File: config.mk
export PLATFORM = sky130hd
export DESIGN_NAME = ssb_ram
export DESIGN_NICKNAME = d
export VERILOG_FILES = /design/src/sample_statistics_with_bins_macros.svh /design/src/ssb_pkg.sv /design/src/ssb_ram.sv
export SDC_FILE = /design/constraint.sdc
export NUM_CORES = 2
export LEC_CHECK = 0
export BUFFER_PORTS_ARGS = -buffer_cell sky130_fd_sc_hd__buf_4
export CAP_MARGIN = 40
export CORE_MARGIN = 8
export CORE_UTILIZATION = 65
export DETAILED_ROUTE_END_ITERATION = 7
export PLACE_DENSITY = 0.8
export RECOVER_POWER = 25
export SYNTH_ARGS = -nofsm -noshare
export SYNTH_HDL_FRONTEND = slang
export SYNTH_SLANG_ARGS = --single-unit
File: constraint.sdc
create_clock -name clock -period 4.8 [get_ports clock]
set_input_delay 0.48 -clock clock [delete_from_list [all_inputs] [get_ports clock]]
set_output_delay 0.48 -clock clock [all_outputs]
set_load 0.02 [all_outputs]
File: src/sample_statistics_with_bins_macros.svh
// ----------------------------------------------------------------------------
// Sample statistics with bins: assertion macros
// Concurrent assertion helpers shared by the RTL of the block. They expand
// to nothing when SYNTHESIS is defined.
// ----------------------------------------------------------------------------
`ifndef SAMPLE_STATISTICS_WITH_BINS_MACROS_SVH
`define SAMPLE_STATISTICS_WITH_BINS_MACROS_SVH
`ifndef SYNTHESIS
// Same-cycle implication, checked on every rising clock edge outside reset.
`define SSB_ASSERT_IMPL(lbl, clk, rst, ante, cons, msg) \
   lbl: assert property (@(posedge clk) disable iff (rst) (ante) |-> (cons)) \
      else $error(msg);
// Next-cycle implication, checked on every rising clock edge outside reset.
`define SSB_ASSERT_NEXT(lbl, clk, rst, ante, cons, msg) \
   lbl: assert property (@(posedge clk) disable iff (rst) (ante) |=> (cons)) \
      else $error(msg);
`else
`define SSB_ASSERT_IMPL(lbl, clk, rst, ante, cons, msg)
`define SSB_ASSERT_NEXT(lbl, clk, rst, ante, cons, msg)
`endif
`endif

File: src/ssb_pkg.sv
`timescale 1ns / 1ps
// ----------------------------------------------------------------------------
// Sample statistics with bins: package
// Widths, register codes, reset values and sequencing codes of the block.
// ----------------------------------------------------------------------------
package ssb_pkg;

   // Default sizing of the sample store.
   localparam int unsigned DEF_MAX_SAMPLES = 128;
   localparam int unsigned DEF_SAMPLE_BITS = 16;

   // Field widths of the transfers.
   localparam int unsigned VALUE_W     = 16;
   localparam int unsigned COUNT_OUT_W = 8;
   localparam int unsigned PCT_W       = 14;
   localparam int unsigned STATUS_W    = 2;
   localparam int unsigned NUM_BINS    = 5;
   localparam int unsigned NUM_PCT     = 6;

   // Register port.
   localparam int unsigned CSR_ADDR_W = 4;
   localparam int unsigned CSR_DATA_W = 32;

   // Shares are given in hundredths of a percent.
   localparam logic [PCT_W-1:0] PCT_SCALE = 14'd10000;

   // Reset values of the limits (Q8.8: 18.5, 20.0, 25.0, 30.0).
   localparam logic [VALUE_W-1:0] LIMIT_UNDER_RST = 16'd4736;
   localparam logic [VALUE_W-1:0] LIMIT_LOW_RST   = 16'd5120;
   localparam logic [VALUE_W-1:0] LIMIT_MID_RST   = 16'd6400;
   localparam logic [VALUE_W-1:0] LIMIT_HIGH_RST  = 16'd7680;

   // Register indexes on the configuration port.
   typedef enum logic [1:0] {
      REG_LIMIT_UNDER = 2'd0,
      REG_LIMIT_LOW   = 2'd1,
      REG_LIMIT_MID   = 2'd2,
      REG_LIMIT_HIGH  = 2'd3
   } reg_index_type;

   // Result status codes.
   typedef enum logic [STATUS_W-1:0] {
      STATUS_OK       = 2'd0,
      STATUS_SINGLE   = 2'd1,
      STATUS_OVERFLOW = 2'd2
   } status_type;

   // Divisions done by the shared divider, in order.
   typedef enum logic [2:0] {
      JOB_MEAN  = 3'd0,
      JOB_VAR   = 3'd1,
      JOB_ABOVE = 3'd2,
      JOB_UNDER = 3'd3,
      JOB_LOW   = 3'd4,
      JOB_MID   = 3'd5,
      JOB_HIGH  = 3'd6,
      JOB_TOP   = 3'd7
   } job_type;

endpackage

File: src/ssb_ram.sv
`timescale 1ns / 1ps
// ----------------------------------------------------------------------------
// Sample statistics with bins: generic RAM
// Single write port, single read port, read data registered.
// ----------------------------------------------------------------------------
module ssb_ram
   import ssb_pkg::*;
#(
   parameter int unsigned WIDTH = VALUE_W,
   parameter int unsigned DEPTH = DEF_MAX_SAMPLES,
   localparam int unsigned AW = (DEPTH > 1) ? $clog2(DEPTH) : 1
) (
   input  logic             clock,
   input  logic             wr_en,
   input  logic [AW-1:0]    wr_addr,
   input  logic [WIDTH-1:0] wr_data,
   input  logic [AW-1:0]    rd_addr,
   output logic [WIDTH-1:0] rd_data
);

   logic [WIDTH-1:0] mem [DEPTH];

   // Write port and registered read port.
   always_ff @(posedge clock) begin
      if (wr_en) begin
         mem[wr_addr] <= wr_data;
      end
      rd_data <= mem[rd_addr];
   end

endmodule

==> Word level (Yosys, flattened, before mapping) <==
Memories as Yosys holds them, arrays and structs flattened. A register that Yosys moved wholly into a read port is not among the register bits.
Cells that the tools add are included.
{ "totals": {"regBits": 0, "mem_bits_rw": 2048, "in_bits": 32, "out_inout_bits": 16, "word_cells": 3, "n_memories": 1} }
{ "op_classes": {"n_mux": 2} }
{ "memory_table": {"columns": ["memory", "depth", "word_bits", "rd", "rd_ports_with_merged_regs", "write_ports", "line_no", "rtl"], "rows": [
  ["mem", 128, 16, 1, 1, 1, "ssb_ram.sv:21", "logic [WIDTH-1:0] mem [DEPTH];"]
]} }
{ "ops": {"columns": ["op", "n"], "rows": [
  ["two-way mux 1 bit", 2]
]} }

==> Logic depth before layout (Yosys ltp) <==
{ "depth": {"ltp_word": 2, "mapped_depth": 7, "ltp_nobuf": 4} }

==> Worst setup path before layout <==
OpenSTA, ideal clock, no wires.
{ "synth_timing": {"kind": "input to register", "from": "in rd_addr[0]", "to": "reg rd_data[0] (read register of mem)", "setup_ps": 121, "arrival_ps": 2854, "t_required_ps": 4679, "slack_ps": 1825, "cell_stages": 6, "n_path_buf": 2, "path_cell_list": "buf_2 > buf_1 > mux4_2 > mux4_2 > mux4_2 > mux2_2"} }
{ "synth_lines": {"columns": ["item", "line_no", "rtl"], "rows": [
  ["start: declaration", "ssb_ram.sv:17", "input logic [AW-1:0] rd_addr,"],
  ["end: declaration", "ssb_ram.sv:18", "output logic [WIDTH-1:0] rd_data"]
]} }

==> Final worst setup path <==
{ "layout_timing": {"from": "in wr_data[6]", "to": "mem mem[39][6] (netlist name), data pin"} }
{ "layout_lines": {"columns": ["item", "line_no", "rtl"], "rows": [
  ["start: declaration", "ssb_ram.sv:16", "input logic [WIDTH-1:0] wr_data,"],
  ["end: declaration", "ssb_ram.sv:21", null]
]} }
Straight into the memory's write port.

==> tab_implementation.tex <==
\begin{tabular}{lr}
\hline
Metric & Value \\
\hline
\multicolumn{2}{l}{\textbf{Synthesis}} \\
\quad Total standard cell area after synthesis & 0.0785 mm2 \\
\quad Leading area contributor after synthesis & edfxtp\_1 \\
\quad Number of synthesis warnings & 0 \\
\quad Fraction of post-synthesis cell area in the top cell type by area & 78.3\% \\
\quad Mean cell area of the mapped netlist & 25.4 um2 \\
\quad Portion of the post-synthesis area used by sequential elements & 78.7\% \\
\quad Total of flip-flops plus latches after synthesis & 2064 \\
\quad Biggest area contributors in the synthesized netlist & edfxtp\_1 78\%, mux4\_2 19\%, nor2\_1 0.58\%, dfxtp\_1 0.41\%, clkbuf\_1 0.39\% \\
\quad Mapped Nets & 3118 \\
\quad Unique cell type count in the Yosys netlist & 17 \\
\quad Gate Count Post-Synth & 3086 \\
\multicolumn{2}{l}{\textbf{Clock tree}} \\
\quad Post-CTS setup buffer count & 0 \\
\quad Clock input transition at the sequential cells of the worst setup and hold paths & 70 ps \\
\quad \# H-tree levels & 4 \\
\quad Library cell used as clock root buffer & clkbuf\_16 \\
\quad Clock tree from TritonCTS & done \\
\quad Post-cts repair resize count & 0 \\
\quad Clock latency at the later pin of the worst-skew pair & 830 ps \\
\quad Clock buffer depth & 3 \\
\quad Sinks on Clock Net & 2064 \\
\quad Number of CTS-inserted buffers & 191 \\
\quad Number of buffers inserted for hold repair after clock tree synthesis & 0 \\
\multicolumn{2}{l}{\textbf{Power and ir drop}} \\
\quad Cell Int Power & 29.0 mW \\
\quad Flop pwr share & 54.3\% \\
\quad Power per cell area & 417 mW/mm2 \\
\quad Static power due to leakage & 27.4 nW \\
\quad Switching share of power & 21.4\% \\
\quad Share of power burned in combinational logic & 5.3\% \\
\quad Clock power share & 40.5\% \\
\quad Switching Power & 7.89 mW \\
\quad Maximum resistive drop on vdd & 295 uV \\
\multicolumn{2}{l}{\textbf{Critical path}} \\
\quad Delay of the slowest cell on the worst path & 2850 ps \\
\quad Path type of the worst setup path & input pin to flip-flop \\
\quad Count of cells along the worst register-to-register path & 4 \\
\quad Element type at the critical path start & input pin \\
\quad Crit-path cells & clkbuf\_1 -> buf\_4 \\
\quad Required time at the endpoint of the critical path & 5340 ps \\
\quad Launch point of the worst path & wr\_data[6] \\
\quad Stages on worst setup path & 2 \\
\quad Critical Path End & mem[39][6] \\
\quad Worst setup EP type & flip-flop \\
\quad Sum of buffers and inverters on the critical path & 2 \\
\quad Endpoint of the lowest-slack register-to-register path & rd\_data[8] \\
\quad Family with the most delay on the worst path & buffers and inverters \\
\quad Flop-to-flop setup slack & 2210 ps \\
\quad Maximum fanout encountered on the critical timing path & 81 \\
\quad R2R Path Start & mem[77][8] \\
\quad Worst EP arrival & 4290 ps \\
\quad Standard cell with the maximum stage delay on the critical path & clkbuf\_1 \\
\multicolumn{2}{l}{\textbf{Die}} \\
\quad Core Region & 0.120 mm2 \\
\quad Initial core utilization & 65.5\% \\
\quad Number of placement rows & 127 \\
\quad Height of the chip & 364 um \\
\quad Die footprint & 0.132 mm2 \\
\quad I/O Pins & 48 \\
\quad Die W & 364 um \\
\multicolumn{2}{l}{\textbf{Detailed routing}} \\
\quad Initial DRT Pass Iterations & 7 \\
\quad Total Wirelength & 213000 um \\
\quad Remaining DRCs & 0 \\
\quad Average vias per placed instance & 7.45 \\
\quad Count of vias placed by the detailed router & 38.4k \\
\quad Initial DRC count & 6649 \\
\quad Number of antenna-violating nets in the routed design & 0 \\
\quad Average routed wire per standard cell & 41.3 um \\
\multicolumn{2}{l}{\textbf{Finish}} \\
\quad Layout fillers & 5929 \\
\quad Final nets & 3409 \\
\quad Cell area after layout & 0.0883 mm2 \\
\quad Commonest cells after routing, fill and taps aside & 2048 x edfxtp\_1, 672 x mux4\_2, 211 x buf\_4 \\
\quad Syn-to-layout area delta & 12.5\% \\
\quad Count of placed standard cells in the final layout, fillers left out & 5159 \\
\quad Most common cell after layout, fill and taps aside & edfxtp\_1 \\
\quad Ratio of cells with drive above 1 in the final layout & 34.1\% \\
\quad Utilization after layout & 73.7\% \\
\multicolumn{2}{l}{\textbf{Hold path}} \\
\quad Cell count of the worst hold path & 2 \\
\quad Type of the tightest min-delay check & input pin to flip-flop \\
\multicolumn{2}{l}{\textbf{Place}} \\
\quad Number of cells after detailed placement & 4795 \\
\quad Global placer's final weighted congestion & 0.864 \\
\quad Post-placement cell area & 0.0823 mm2 \\
\quad Post-Place Setup Slack & 927 ps \\
\quad Port Buf Inserts & 47 \\
\quad Estimated wirelength of the detail-placed design & 111000 um \\
\multicolumn{2}{l}{\textbf{Timing}} \\
\quad Max frequency & 0.267 GHz \\
\quad Period utilisation layout & 78.2\% \\
\quad Tmin final & 3750 ps \\
\quad Max Clock Skew & 35.1 ps \\
\quad Setup ws final & 1050 ps \\
\quad RSZ-0062 raised after global routing & false \\
\quad Count of final max-slew check failures & 1112 \\
\quad Worst Max-Slew Pin Slew & 4160 ps \\
\quad Sum of negative setup slack & 0 ps \\
\quad Remaining max-slew budget at the tightest pin & -177\% \\
\quad Final hold viol count & 0 \\
\quad Setup-violating endpoint count in the final report & 0 \\
\multicolumn{2}{l}{\textbf{Global route}} \\
\quad GRT Residual Overflow & 0 \\
\quad Via count of the first global-routing pass & 39.5k \\
\quad Maximum number of pins on one net before global-route repair & 93 \\
\quad GRT Util Overall & 32.5\% \\
\quad Initial antenna violation count & 25 \\
\quad Global-route wire length before repair & 298000 um \\
\multicolumn{2}{l}{\textbf{Flow run}} \\
\quad Total of max-cap violations & 17 \\
\multicolumn{2}{l}{\textbf{Run status}} \\
\quad Violations in the final reports & max-capacitance violations, max-slew violations \\
\quad Outcome & finished, violations left \\
\hline
\end{tabular}
## state kept, by name (all words and copies together) (netlist names)
name,count
rd_data,16
mem,2048
## worst min-delay path by stage
stage	start	to
after CTS	rd_addr[5]	rd_data[5]
after global routing	rd_addr[5]	rd_data[0]
after floorplan	wr_data[0]	mem[0][0]
final	rd_addr[5]	rd_data[0]
after global placement	wr_data[11]	mem[100][11]
after detailed placement	rd_data[6]	rd_data[6]
## per-layer routing
metal | vias up | wire (um) | track usage (%)
li1 | 14100 | - | -
met1 | 19900 | 67900 | 42.1
met2 | 3662 | 103000 | 52.1
met3 | 808 | 29200 | 8.98
met4 | 10 | 12200 | 15.4
met5 | - | 69 | 0
## cell type report
class | instances | area (um2) | share of cell area (%)
diodes | 12 | 30.0 | 0.0340
clock buffers | 235 | 5050 | 5.72
clock inverters | 116 | 1000 | 1.13
multi-input cells | 858 | 16100 | 18.2
flip-flops and latches | 2064 | 61800 | 70.0
well taps | 1612 | 2020 | 2.28
repair buffers | 262 | 2290 | 2.60
## synthesized netlist by cell type
library cell,number
mux2_2,16
nor2_1,122
nand4_1,3
edfxtp_1,2048
mux4_2,672
clkbuf_1,82
nor3_1,9
buf_2,52
nor2b_1,7
dfxtp_1,16
or3_1,1
nand2b_1,2
buf_6,1
buf_4,1
nand3_1,12
nand2_1,14
buf_1,28
## power groups by stage
stage	Clock, mW	Sequential, mW	Combinational (mW)
6_report	14.9	20.0	1.94
5_1_grt	15.6	20.0	1.98
4_1_cts	15.0	20.0	1.92
3_5_place_dp	0	20.4	1.86
3_3_place_gp	0	20.3	1.78
2_1_floorplan	0	20.3	0.974
## logic make-up after synthesis
| logic type | share of synthesized area [%] |
|---|---|
| buffers and inverters | 0.881 |
| muxes | 19.5 |
| DFF | 78.7 |
| and+or+nand+nor | 0.888 |
## through the flow
| stage | power, mW | hold slack, ps |
|---|---|---|
| after global routing | 37.6 | 157 |
| after detailed placement | 22.2 | 988 |
| after CTS | 36.9 | 121 |
| after global placement | 22.1 | 982 |
| final | 36.9 | 180 |
| after floorplan | 21.3 | 579 |
Power figures use the tool's default switching activity.
